[config.mk]
export PLATFORM = sky130hd
export DESIGN_NAME = mfd_ram
export DESIGN_NICKNAME = d
export VERILOG_FILES = /design/src/sv/mfd_ram.sv
export SDC_FILE = /design/constraint.sdc
export NUM_CORES = 1
export LEC_CHECK = 0
export BUFFER_PORTS_ARGS = -buffer_cell sky130_fd_sc_hd__buf_4
export CORE_MARGIN = 4
export CORE_UTILIZATION = 45
export CTS_CLUSTER_SIZE = 16
export DETAILED_ROUTE_END_ITERATION = 10
export MAX_ROUTING_LAYER = met4
export PLACE_DENSITY_LB_ADDON = 0.08
export SLEW_MARGIN = 0
export SYNTH_ARGS = -nofsm -noshare
export SYNTH_HDL_FRONTEND = slang
export SYNTH_SLANG_ARGS = --single-unit
[constraint.sdc]
create_clock -name i_clk -period 1.37 [get_ports i_clk]
set_input_delay 0 -clock i_clk [delete_from_list [all_inputs] [get_ports i_clk]]
set_output_delay 0 -clock i_clk [all_outputs]
set_load 0.02 [all_outputs]
[src/sv/mfd_ram.sv]
// Generic single-write, single-read RAM with registered read data.
// No dependencies.
module mfd_ram #(
    parameter int W = 8,
    parameter int D = 16
) (
    input  logic                 i_clk,
    input  logic                 i_we,
    input  logic [$clog2(D)-1:0] i_waddr,
    input  logic [W-1:0]         i_wdata,
    input  logic [$clog2(D)-1:0] i_raddr,
    output logic [W-1:0]         o_rdata
);
    logic [W-1:0] r_mem [D];
    logic [W-1:0] r_rdata;

    always_ff @(posedge i_clk) begin
        if (i_we) begin
            r_mem[i_waddr] <= i_wdata;
        end
        r_rdata <= r_mem[i_raddr];
    end

    assign o_rdata = r_rdata;
endmodule

==> results of run 1 <==
## synth_stat cells
library cell | instances | share of area
sky130_fd_sc_hd__and2_1 | 1 | 0.0012
sky130_fd_sc_hd__clkdlybuf4s25_2 | 3 | 0.0058
sky130_fd_sc_hd__buf_4 | 1 | 0.0015
sky130_fd_sc_hd__dfxtp_1 | 8 | 0.031
sky130_fd_sc_hd__mux4_2 | 18 | 0.079
sky130_fd_sc_hd__nand3_1 | 1 | 0.00097
sky130_fd_sc_hd__or3b_2 | 1 | 0.0017
sky130_fd_sc_hd__nand2_1 | 9 | 0.0066
sky130_fd_sc_hd__and2b_1 | 1 | 0.0015
sky130_fd_sc_hd__mux4_1 | 14 | 0.071
sky130_fd_sc_hd__a22oi_1 | 16 | 0.023
sky130_fd_sc_hd__edfxtp_1 | 128 | 0.75
sky130_fd_sc_hd__buf_6 | 3 | 0.0066
sky130_fd_sc_hd__nand3b_1 | 2 | 0.0029
sky130_fd_sc_hd__nor3_1 | 4 | 0.0039
sky130_fd_sc_hd__nand2b_1 | 2 | 0.0024
sky130_fd_sc_hd__buf_2 | 3 | 0.0029
sky130_fd_sc_hd__nor2_1 | 13 | 0.0095
sky130_fd_sc_hd__nor2b_1 | 1 | 0.0012
## state kept, by name, indices dropped and copies added (netlist names)
name,flops
o_rdata,8
r_mem,128
## cells in the final DEF, fill, tap and decap left out, drive strengths merged
master	netlist	layout
nand3	1	1
nor3	4	4
a22oi	16	16
bufinv	0	3
edfxtp	128	128
mux4	32	32
clkinv	0	2
buf	7	52
or3b	1	1
and2b	1	1
nand2	9	9
nand3b	2	2
dlygate4sd3	0	8
nand2b	2	2
clkbuf	0	23
and2	1	1
clkinvlp	0	3
nor2b	1	1
nor2	13	13
dfxtp	8	8
## power groups by stage
stage / Clock (uW) / Combinational [uW] / Sequential, uW
2_1_floorplan: 0 / 236 / 4790
3_3_place_gp: 0 / 502 / 4770
3_5_place_dp: 0 / 509 / 4770
4_1_cts: 4620 / 535 / 4680
5_1_grt: 4840 / 581 / 4690
6_report: 4530 / 535 / 4690
## cell type report
type / count / area, sq um
clock buffer: 23 / 478.0
clock inverter: 8 / 122.6
fill: 827 / 4641
multi-input combinational: 83 / 1090
sequential: 136 / 4004
tap: 140 / 175.2
timing repair buffer: 60 / 520.5
## worst max-delay path by stage
| stage | end | slack (ns) | cells past startpoint |
|---|---|---|---|
| global placement | o_rdata[4] | -0.06 | 5 |
| CTS | o_rdata[4] | 0.02 | 3 |
| finish | o_rdata[2] | 0.07 | 3 |
| detailed placement | o_rdata[4] | -0.08 | 5 |
| global route | o_rdata[2] | 0.0003 | 3 |
| floorplan | r_mem[3][0] | 0.10 | 2 |
## worst max-delay path, cell delays in order (launching register included)
cell and delay, ns:
sky130_fd_sc_hd__edfxtp_1 0.35, sky130_fd_sc_hd__mux4_1 0.53, sky130_fd_sc_hd__a22oi_2 0.23, sky130_fd_sc_hd__nand2_1 0.07
## layer usage
| metal | wire (microns) | vias up | part of all wire |
|---|---|---|---|
| met5 | 0 | - | 0 |
| li1 | - | 1114 | - |
| met1 | 4437 | 1226 | 0.46 |
| met3 | 462 | 5 | 0.048 |
| met4 | 64 | 0 | 0.0066 |
| met2 | 4681 | 61 | 0.49 |
## repair_timing
action,CTS,global route
endpoints found under the setup margin,3,7
resized for setup,3,6
endpoints found under the hold margin,128,0
hold buffers,8,0
pin swaps,0,3
## metrics by stage
step                setup WS [ns]  instance area (sq um)    util
global route            0.0002958                   6390  0.5793
floorplan                  0.1039                   5152       -
global placement         -0.05663                   5682  0.5151
detailed placement       -0.07781                   5682  0.5151
finish                    0.06832                   6390  0.5793
CTS                       0.01590                   6377  0.5782
## kinds of logic (layout without fill, tap and decap cells)
group,count (synthesis),count (layout),synth area share
AO/OA/AOI/OAI,16,16,0.02334
AND/OR/NAND/NOR,35,35,0.03184
flip-flops,136,136,0.7778
buffers and inverters,10,91,0.01677
multiplexers,32,32,0.1502
==> impl_metrics.prom, run 1 <==
# TYPE chip_impl_metric gauge
chip_impl_metric{name="grt_start_max_net_pins",unit=""} 21
chip_impl_metric{name="level_count_of_the_clock_h_tree",unit=""} 4
chip_impl_metric{name="ports_placed_on_the_boundary",unit=""} 26
chip_impl_metric{name="max_freq",unit="MHz"} 768.2
chip_impl_metric{name="p_int",unit="uW"} 7897
chip_impl_metric{name="post-route-min-period",unit="ns"} 1.302
chip_impl_metric{name="route.final.wire_length",unit="microns"} 9645
chip_impl_metric{name="slew_headroom",unit=""} 0.4188
chip_impl_metric{name="grt_antenna_before_repair",unit=""} 0
chip_impl_metric{name="p_leak",unit="uW"} 0.002190
chip_impl_metric{name="met1_usage",unit=""} 0.2286
chip_impl_metric{name="sequential_power_share",unit=""} 0.481
chip_impl_metric{name="synth.yosys.warnings",unit=""} 0
chip_impl_info{name="min_delay_worst_endpoint",value="r_mem[4][7]"} 1
chip_impl_metric{name="ys_types",unit=""} 19
chip_impl_metric{name="cts_setup_buffers",unit=""} 0
chip_impl_metric{name="synth.ff_latch_count",unit=""} 136
chip_impl_metric{name="vias_per_cell",unit=""} 5.347
chip_impl_metric{name="synthesis.area_per_instance",unit="sq um"} 22.48
chip_impl_info{name="cts_tree",value="built"} 1
chip_impl_metric{name="hold_viol_final",unit=""} 0
chip_impl_info{name="setup.worst_path.start_class",value="flip-flop"} 1
chip_impl_metric{name="power_density",unit="mW/mm^2"} 1526
chip_impl_metric{name="place.detailed.hpwl",unit="microns"} 6438
chip_impl_metric{name="cts.sinks",unit=""} 136
chip_impl_metric{name="initial_core_util",unit=""} 0.4667
chip_impl_info{name="global_route.peak_usage_layer",value="met2"} 1
chip_impl_info{name="critical_path_class",value="reg2reg"} 1
chip_impl_metric{name="clock_latency",unit="ns"} 0.41
chip_impl_metric{name="drcViolationCount",unit=""} 0
chip_impl_metric{name="r2r.worst_path.cells",unit=""} 3
chip_impl_metric{name="maxCapViolCount",unit=""} 0
chip_impl_metric{name="clock_skew",unit="ns"} 0.007102
chip_impl_metric{name="power.share.combinational",unit=""} 0.055
chip_impl_metric{name="first_global_vias",unit=""} 2554
chip_impl_info{name="grt_setup_unrepaired",value="false"} 1
chip_impl_metric{name="report.power.total",unit="uW"} 9751
chip_impl_metric{name="fraction_of_final_layout_cells_sized_beyond_drive_strength_1",unit=""} 0.3516
chip_impl_metric{name="cts_made_buffers",unit=""} 17
chip_impl_metric{name="first_pass_grt_wire_length",unit="microns"} 15100
chip_impl_metric{name="switching_share",unit=""} 0.1901
chip_impl_metric{name="final.hold.worst_slack",unit="ns"} 0.09744
chip_impl_metric{name="hold-path-cell-count",unit=""} 3
chip_impl_metric{name="worstPathArrival",unit="ns"} 1.58
chip_impl_metric{name="fp.dieArea",unit="sq mm"} 0.01321
chip_impl_metric{name="synth.net_count",unit=""} 247
chip_impl_metric{name="detailedRoute.firstPassIterationCount",unit=""} 4
chip_impl_metric{name="post_synth_instance_area",unit="sq mm"} 0.005147
chip_impl_metric{name="finalWeightedCongestion",unit=""} 0.7189
chip_impl_metric{name="postSynthCellCount",unit=""} 229
chip_impl_info{name="crit_start",value="r_mem[9][2]"} 1
chip_impl_metric{name="worst_setup_hold_path_clk_slew",unit="ns"} 0.06
chip_impl_metric{name="power.ir.vdd_worst",unit="mV"} 0.8375
chip_impl_metric{name="detail-route-antenna-nets",unit=""} 0
chip_impl_info{name="outcome",value="complete, no violations"} 1
chip_impl_metric{name="timing.final.crit_share",unit=""} 0.9501
chip_impl_info{name="critical_path.endpoint_type",value="flip-flop"} 1
chip_impl_info{name="timing.hold.worst.class",value="in2reg"} 1
chip_impl_metric{name="grt.total_usage",unit=""} 0.1679
chip_impl_info{name="ff_to_ff_start",value="r_mem[9][2]"} 1
chip_impl_metric{name="p_switching",unit="uW"} 1854
chip_impl_metric{name="first_iter_violations",unit=""} 120
chip_impl_metric{name="grt.overflow.total",unit=""} 0
chip_impl_metric{name="place.detailed.instances",unit=""} 411
chip_impl_metric{name="required",unit="ns"} 1.65
chip_impl_info{name="clk_root_buffer_cell",value="sky130_fd_sc_hd__clkbuf_16"} 1
chip_impl_info{name="timing.rr.end",value="o_rdata[2]"} 1
chip_impl_metric{name="core",unit="sq mm"} 0.01103
chip_impl_metric{name="die_x",unit="microns"} 115.0
chip_impl_metric{name="met2_usage",unit=""} 0.2450
chip_impl_metric{name="synth.yosys.seq_area_share",unit=""} 0.7778
chip_impl_metric{name="areaGrowthSynthToFinish",unit="%"} 24.14
chip_impl_info{name="worstHoldStart",value="i_waddr[0]"} 1
chip_impl_metric{name="tns",unit="ns"} 0
chip_impl_metric{name="finalSetupViolCount",unit=""} 0
chip_impl_metric{name="number_of_nets_in_the_final_layout",unit=""} 316
chip_impl_metric{name="post_layout_nonfiller_instances",unit=""} 450
chip_impl_metric{name="grt_use_met3",unit=""} 0.04421
chip_impl_metric{name="portBuffers",unit=""} 25
chip_impl_metric{name="drt-wirelength-per-cell",unit="microns"} 21.43
chip_impl_metric{name="placement_rows",unit=""} 38
chip_impl_metric{name="power.clock.fraction",unit=""} 0.465
chip_impl_metric{name="antenna-diode-count",unit=""} 0
chip_impl_metric{name="die-height",unit="microns"} 115.0
chip_impl_metric{name="worst-slew-pin-transition",unit="ns"} 0.8700
chip_impl_metric{name="dr_total_vias",unit=""} 2406
chip_impl_metric{name="setup_slack_of_the_worst_register_to_register_path",unit="ns"} 0.07
chip_impl_metric{name="slew_violations",unit=""} 0
chip_impl_metric{name="critPathMaxFanout",unit=""} 1
chip_impl_metric{name="deepest_clock_path_buffer_count",unit=""} 2
(Power assumes the default switching activity.)
==> run 2, diff against run 1 <==
CORE_ASPECT_RATIO = 1.25   (was not set)
GPL_ROUTABILITY_DRIVEN = 0   (was not set)
==> impl_metrics.prom, run 2 (synthesis gave the netlist of run 1 again) <==
# TYPE chip_impl_metric gauge
chip_impl_metric{name="clock_skew",unit="ns"} 0.005082
chip_impl_metric{name="drt-wirelength-per-cell",unit="microns"} 22.65
chip_impl_metric{name="grt.overflow.total",unit=""} 0
chip_impl_metric{name="route.final.wire_length",unit="microns"} 10130
chip_impl_metric{name="detail-route-antenna-nets",unit=""} 0
chip_impl_info{name="critical_path.endpoint_type",value="flip-flop"} 1
chip_impl_metric{name="worst_setup_hold_path_clk_slew",unit="ns"} 0.06
chip_impl_metric{name="first_iter_violations",unit=""} 128
chip_impl_metric{name="longest_individual_stage_delay_on_the_worst_path",unit="ns"} 0.51
chip_impl_metric{name="timing.final.crit_share",unit=""} 0.9838
chip_impl_metric{name="areaGrowthSynthToFinish",unit="%"} 23.38
chip_impl_info{name="timing.hold.worst.class",value="in2reg"} 1
chip_impl_metric{name="post-route-min-period",unit="ns"} 1.348
chip_impl_metric{name="grt_antenna_before_repair",unit=""} 0
chip_impl_metric{name="worstPathArrival",unit="ns"} 1.63
chip_impl_metric{name="final_area",unit="sq mm"} 0.006351
chip_impl_metric{name="portBuffers",unit=""} 25
chip_impl_metric{name="dr_total_vias",unit=""} 2491
chip_impl_info{name="mostFrequentLayoutCells",value="sky130_fd_sc_hd__edfxtp_1 (128), sky130_fd_sc_hd__buf_4 (51), sky130_fd_sc_hd__mux4_2 (18), sky130_fd_sc_hd__clkbuf_16 (17)"} 1
chip_impl_metric{name="ports_placed_on_the_boundary",unit=""} 26
chip_impl_metric{name="core",unit="sq mm"} 0.01114
chip_impl_metric{name="first_global_vias",unit=""} 2620
chip_impl_metric{name="cts_made_buffers",unit=""} 17
chip_impl_metric{name="fp.dieArea",unit="sq mm"} 0.01322
chip_impl_metric{name="utilization",unit=""} 0.5703
chip_impl_metric{name="setup_slack_of_the_worst_register_to_register_path",unit="ns"} 0.02
chip_impl_info{name="crit_start",value="r_mem[1][5]"} 1
chip_impl_metric{name="level_count_of_the_clock_h_tree",unit=""} 4
chip_impl_metric{name="p_leak",unit="uW"} 0.002196
chip_impl_metric{name="power.ir.vdd_worst",unit="mV"} 0.8662
chip_impl_metric{name="die-height",unit="microns"} 127.6
chip_impl_metric{name="worst-slew-pin-transition",unit="ns"} 0.8507
chip_impl_metric{name="worst-path-buf-inv",unit=""} 0
chip_impl_metric{name="vias_per_cell",unit=""} 5.573
chip_impl_metric{name="cts_setup_buffers",unit=""} 0
chip_impl_metric{name="deepest_clock_path_buffer_count",unit=""} 2
chip_impl_metric{name="detailedRoute.firstPassIterationCount",unit=""} 4
chip_impl_info{name="cts_tree",value="built"} 1
chip_impl_info{name="ff_to_ff_start",value="r_mem[1][5]"} 1
chip_impl_info{name="timing.critical_path.to",value="o_rdata[5]"} 1
chip_impl_metric{name="critical_path_depth",unit=""} 3
chip_impl_metric{name="dpl-instance-area",unit="sq mm"} 0.005678
chip_impl_metric{name="drcViolationCount",unit=""} 0
chip_impl_metric{name="initial_core_util",unit=""} 0.4622
chip_impl_metric{name="largest_reg_flops",unit=""} 128
chip_impl_metric{name="maxCapViolCount",unit=""} 0
chip_impl_metric{name="place.detailed.hpwl",unit="microns"} 6786
chip_impl_metric{name="r2r.worst_path.cells",unit=""} 3
chip_impl_metric{name="max_freq",unit="MHz"} 742.0
chip_impl_metric{name="required",unit="ns"} 1.65
chip_impl_metric{name="slew_violations",unit=""} 0
chip_impl_info{name="grt_setup_unrepaired",value="false"} 1
chip_impl_info{name="path_cells",value="mux4_1, a22oi_1, nand2_1"} 1
chip_impl_metric{name="cts.sinks",unit=""} 136
chip_impl_info{name="outcome",value="complete, no violations"} 1
chip_impl_metric{name="die_x",unit="microns"} 103.7
chip_impl_metric{name="grt_start_max_net_pins",unit=""} 17
chip_impl_metric{name="finalSetupViolCount",unit=""} 0
chip_impl_info{name="mostFrequentLayoutCell",value="sky130_fd_sc_hd__edfxtp_1"} 1
chip_impl_info{name="worst_path_max_delay_cell",value="sky130_fd_sc_hd__mux4_1"} 1
chip_impl_info{name="timing.rr.end",value="o_rdata[5]"} 1
chip_impl_metric{name="number_of_nets_in_the_final_layout",unit=""} 318
chip_impl_metric{name="antenna-diode-count",unit=""} 0
chip_impl_metric{name="critPathMaxFanout",unit=""} 1
chip_impl_metric{name="placement_rows",unit=""} 43
chip_impl_metric{name="power_density",unit="mW/mm^2"} 1514
chip_impl_info{name="clk_root_buffer_cell",value="sky130_fd_sc_hd__clkbuf_16"} 1
chip_impl_metric{name="grt.total_usage",unit=""} 0.1703
chip_impl_metric{name="fraction_of_final_layout_cells_sized_beyond_drive_strength_1",unit=""} 0.3365
chip_impl_info{name="worstHoldStart",value="i_waddr[1]"} 1
chip_impl_info{name="setup.worst_path.start_class",value="flip-flop"} 1
chip_impl_info{name="max_flop_register",value="r_mem"} 1
chip_impl_metric{name="clock_latency",unit="ns"} 0.40
chip_impl_metric{name="hold_viol_final",unit=""} 0
chip_impl_metric{name="slew_headroom",unit=""} 0.4317
chip_impl_metric{name="first_pass_grt_wire_length",unit="microns"} 15680
chip_impl_info{name="critical_path_class",value="reg2reg"} 1
chip_impl_info{name="critPathTopFamily",value="multiplexers"} 1
-- run 2: changes by cell type in the layout (fill, tap and decap cells not counted), sizes merged --
cell / previous run / this run
buf: 52 / 54
clkinv: 2 / 7
clkbuf: 23 / 17
inv: 0 / 1
-- run 2: how the worst min path moves through the flow --
stage	cells after the start	endpoint
floorplan	0	r_mem[0][0]
global placement	1	r_mem[13][3]
detailed placement	1	r_mem[5][1]
CTS	3	r_mem[4][1]
global route	3	r_mem[4][1]
finish	3	r_mem[4][1]
-- run 2: report_power, final --
part	total (uW)	switching [uW]	internal (uW)	leakage, uW
Clock	4400	1580	2830	0.000280
Combinational	530	281	249	0.000692
Sequential	4680	30.5	4650	0.00122
-- run 2: cell type report --
type,count,area (sq um)
Tap cell,135,168.9
Clock buffer,17,425.4
Clock inverter,14,157.7
Timing Repair Buffer,62,523.0
Fill cell,828,4786
Multi-Input combinational cell,83,1072
Sequential cell,136,4004
-- run 2: what timing repair did --
action | in CTS | in global routing
hold endpoints to repair | 128 | 0
setup endpoints to repair | 1 | 2
pin swaps | 0 | 3
hold buffers | 8 | 0
gates resized for setup | 1 | 1
gates cloned | 0 | 0
-- run 2: routing by layer --
metal,vias to the layer above,part of all wire,global-route usage
li1,1115,-,-
met5,-,0,-
met1,1304,0.45,0.2177
met2,65,0.51,0.2747
met4,0,0.0081,0.05399
met3,7,0.031,0.03992
-- run 2: per-stage QoR --
step	TNS [ns]	cells	hold slack [ns]	worst slack [ns]	power [uW]
6_report	0	447	0.1068	0.02221	9617
5_1_grt	0	447	0.1023	0.001160	9957
4_1_cts	0	447	0.08759	0.01102	9705
3_5_place_dp	-0.04892	408	0.3186	-0.03264	5286
3_3_place_gp	-0.05158	408	0.3039	-0.02713	5277
2_1_floorplan	0	229	0.09887	0.1039	5029
-- run 2: worst register-to-register path: stages, from the launching register on --
cell and delay (ns):
sky130_fd_sc_hd__edfxtp_1 0.34, sky130_fd_sc_hd__mux4_1 0.51, sky130_fd_sc_hd__a22oi_1 0.29, sky130_fd_sc_hd__nand2_1 0.09
==> run 3, diff against run 2 <==
BUFFER_PORTS_ARGS = not set   (was -buffer_cell sky130_fd_sc_hd__buf_4)
DONT_BUFFER_PORTS = 1   (was not set)
GPL_TIMING_DRIVEN = 0   (was not set)
==> impl_metrics.prom, run 3 (synthesis gave the netlist of run 1 again) <==
# TYPE chip_impl_metric gauge
chip_impl_metric{name="power.share.combinational",unit=""} 0.044
chip_impl_info{name="timing.hold.worst.class",value="in2reg"} 1
chip_impl_metric{name="hold_viol_final",unit=""} 27
chip_impl_metric{name="cts_made_buffers",unit=""} 17
chip_impl_info{name="outcome",value="finished, violations left"} 1
chip_impl_metric{name="clock_latency",unit="ns"} 0.40
chip_impl_metric{name="fraction_of_final_layout_cells_sized_beyond_drive_strength_1",unit=""} 0.2583
chip_impl_metric{name="hold-path-cell-count",unit=""} 1
chip_impl_info{name="max_flop_register",value="r_mem"} 1
chip_impl_metric{name="power.ir.vdd_worst",unit="mV"} 0.8641
chip_impl_metric{name="cts-hold-fix-buffers",unit=""} 9
chip_impl_metric{name="worst-slew-pin-transition",unit="ns"} 1.247
chip_impl_metric{name="utilization",unit=""} 0.5413
chip_impl_metric{name="first_pass_grt_wire_length",unit="microns"} 15840
chip_impl_metric{name="first_global_vias",unit=""} 2505
chip_impl_metric{name="dr_total_vias",unit=""} 2302
chip_impl_info{name="mostFrequentLayoutCells",value="sky130_fd_sc_hd__edfxtp_1 (128), sky130_fd_sc_hd__mux4_2 (22), sky130_fd_sc_hd__clkbuf_16 (17), sky130_fd_sc_hd__nor2_1 (13)"} 1
chip_impl_metric{name="clock_skew",unit="ns"} 0.005293
chip_impl_info{name="cts_tree",value="built"} 1
chip_impl_info{name="failed_checks",value="negative hold slack"} 1
chip_impl_metric{name="finalSetupViolCount",unit=""} 0
chip_impl_metric{name="vias_per_cell",unit=""} 5.670
chip_impl_metric{name="drt-wirelength-per-cell",unit="microns"} 25.31
chip_impl_metric{name="detailedRoute.firstPassIterationCount",unit=""} 4
chip_impl_metric{name="p_int",unit="uW"} 7672
chip_impl_metric{name="ports_placed_on_the_boundary",unit=""} 26
chip_impl_metric{name="grt.total_usage",unit=""} 0.1764
chip_impl_info{name="worstHoldStart",value="i_waddr[0]"} 1
chip_impl_metric{name="sequential_power_share",unit=""} 0.495
chip_impl_metric{name="grt_antenna_before_repair",unit=""} 0
chip_impl_metric{name="deepest_clock_path_buffer_count",unit=""} 2
chip_impl_metric{name="cts.sinks",unit=""} 136
chip_impl_info{name="timing.rr.end",value="o_rdata[1]"} 1
chip_impl_metric{name="met1_usage",unit=""} 0.2176
chip_impl_metric{name="largest_reg_flops",unit=""} 128
chip_impl_info{name="ff_to_ff_start",value="r_mem[2][1]"} 1
chip_impl_metric{name="grt_start_max_net_pins",unit=""} 17
chip_impl_metric{name="power_density",unit="mW/mm^2"} 1580
chip_impl_metric{name="p_switching",unit="uW"} 1852
chip_impl_metric{name="finalWorstSetupSlack",unit="ns"} 0.04367
chip_impl_metric{name="die_x",unit="microns"} 103.7
chip_impl_metric{name="slew_violations",unit=""} 0
chip_impl_metric{name="maxCapViolCount",unit=""} 0
chip_impl_metric{name="fp.dieArea",unit="sq mm"} 0.01322
chip_impl_metric{name="portBuffers",unit=""} 0
chip_impl_metric{name="critPathMaxFanout",unit=""} 1
chip_impl_metric{name="power.clock.fraction",unit=""} 0.461
chip_impl_metric{name="place.detailed.hpwl",unit="microns"} 6413
chip_impl_metric{name="timing.final.crit_share",unit=""} 0.9681
chip_impl_metric{name="grt_use_met3",unit=""} 0.05811
chip_impl_metric{name="grt.overflow.total",unit=""} 0
chip_impl_metric{name="switching_share",unit=""} 0.1945
chip_impl_metric{name="final.hold.worst_slack",unit="ns"} -0.1331
chip_impl_info{name="grt_setup_unrepaired",value="true"} 1
chip_impl_metric{name="core",unit="sq mm"} 0.01114
chip_impl_metric{name="r2r.worst_path.cells",unit=""} 3
chip_impl_metric{name="place.detailed.instances",unit=""} 364
chip_impl_metric{name="setup_slack_of_the_worst_register_to_register_path",unit="ns"} 0.04
chip_impl_metric{name="worstPathArrival",unit="ns"} 1.62
chip_impl_info{name="critical_path_class",value="reg2reg"} 1
chip_impl_metric{name="slew_headroom",unit=""} 0.1620
chip_impl_metric{name="initial_core_util",unit=""} 0.4622
chip_impl_metric{name="max_freq",unit="MHz"} 754.0
chip_impl_metric{name="route.final.wire_length",unit="microns"} 10280
chip_impl_info{name="mostFrequentLayoutCell",value="sky130_fd_sc_hd__edfxtp_1"} 1
chip_impl_metric{name="drcViolationCount",unit=""} 0
chip_impl_metric{name="antenna-diode-count",unit=""} 0
chip_impl_metric{name="number_of_nets_in_the_final_layout",unit=""} 276
chip_impl_metric{name="p_leak",unit="uW"} 0.001949
chip_impl_metric{name="met2_usage",unit=""} 0.2824
chip_impl_info{name="min_delay_worst_endpoint",value="r_mem[8][4]"} 1
chip_impl_metric{name="level_count_of_the_clock_h_tree",unit=""} 4
chip_impl_info{name="global_route.peak_usage_layer",value="met2"} 1
chip_impl_metric{name="post_layout_nonfiller_instances",unit=""} 406
chip_impl_metric{name="cts_setup_buffers",unit=""} 0
chip_impl_metric{name="detail-route-antenna-nets",unit=""} 0
chip_impl_info{name="clk_root_buffer_cell",value="sky130_fd_sc_hd__clkbuf_16"} 1
chip_impl_info{name="setup.worst_path.start_class",value="flip-flop"} 1
chip_impl_metric{name="placement.setup.worst_slack",unit="ns"} -0.3884
chip_impl_metric{name="worst_setup_hold_path_clk_slew",unit="ns"} 0.06
chip_impl_metric{name="areaGrowthSynthToFinish",unit="%"} 17.11
chip_impl_info{name="critical_path.endpoint_type",value="flip-flop"} 1
chip_impl_metric{name="die-height",unit="microns"} 127.6
chip_impl_metric{name="post-route-min-period",unit="ns"} 1.326
chip_impl_metric{name="first_iter_violations",unit=""} 194
chip_impl_metric{name="required",unit="ns"} 1.66
chip_impl_metric{name="placement_rows",unit=""} 43
==> run 3: timing repair <==
action,4_1_cts,5_1_grt
resized for setup,8,6
setup endpoints to repair,6,5
hold endpoints to repair,162,27
pin swaps,0,4
gates cloned,0,0
==> run 3: metrics by stage <==
stage               TNS (ns)  total power (uW)  area, sq um
floorplan                  0              5029         5152
global placement      -15.14              5129         5321
detailed placement    -12.95              5132         5326
CTS                        0              9598         6011
global route        -0.02101              9851         6028
finish                     0              9524         6028
==> run 3: power by group through the flow <==
stage	clock [uW]	sequential, uW	combinational, uW
final	4390	4720	421
after CTS	4450	4720	426
after detailed placement	0	4800	329
after global routing	4670	4720	459
after global placement	0	4800	330
after floorplan	0	4790	236
==> run 3: worst max-delay path by stage <==
stage                 from      endpoint  slack, ns
2_1_floorplan   i_waddr[2]   r_mem[3][0]       0.10
3_3_place_gp          i_we  r_mem[12][7]      -0.38
3_5_place_dp    i_waddr[3]   r_mem[4][5]      -0.39
4_1_cts        r_mem[2][1]    o_rdata[1]       0.02
5_1_grt        r_mem[3][1]    o_rdata[1]      -0.02
6_report       r_mem[2][1]    o_rdata[1]       0.04
==> run 3: layout make-up <==
cell class                      count  area, sq um
Fill cell                         842         5109
Sequential cell                   136         4004
Multi-Input combinational cell     83         1102
Clock buffer                       22        444.2
Tap cell                          135        168.9
Clock inverter                     10        127.6
Timing Repair Buffer               10        95.09
Buffer                             10        86.33
==> run 3: per-layer routing <==
layer | part of all wire | up-vias | wire [microns]
met3 | 0.073 | 6 | 752
met5 | 0 | - | 0
met1 | 0.40 | 1189 | 4119
met4 | 0.0075 | 0 | 77
met2 | 0.52 | 75 | 5326
li1 | - | 1032 | -
==> run 3: critical path, cell delays in order, from the launching register on <==
cell and delay (ns):
sky130_fd_sc_hd__edfxtp_1 0.37, sky130_fd_sc_hd__mux4_2 0.51, sky130_fd_sc_hd__a22oi_2 0.23, sky130_fd_sc_hd__nand2_1 0.09
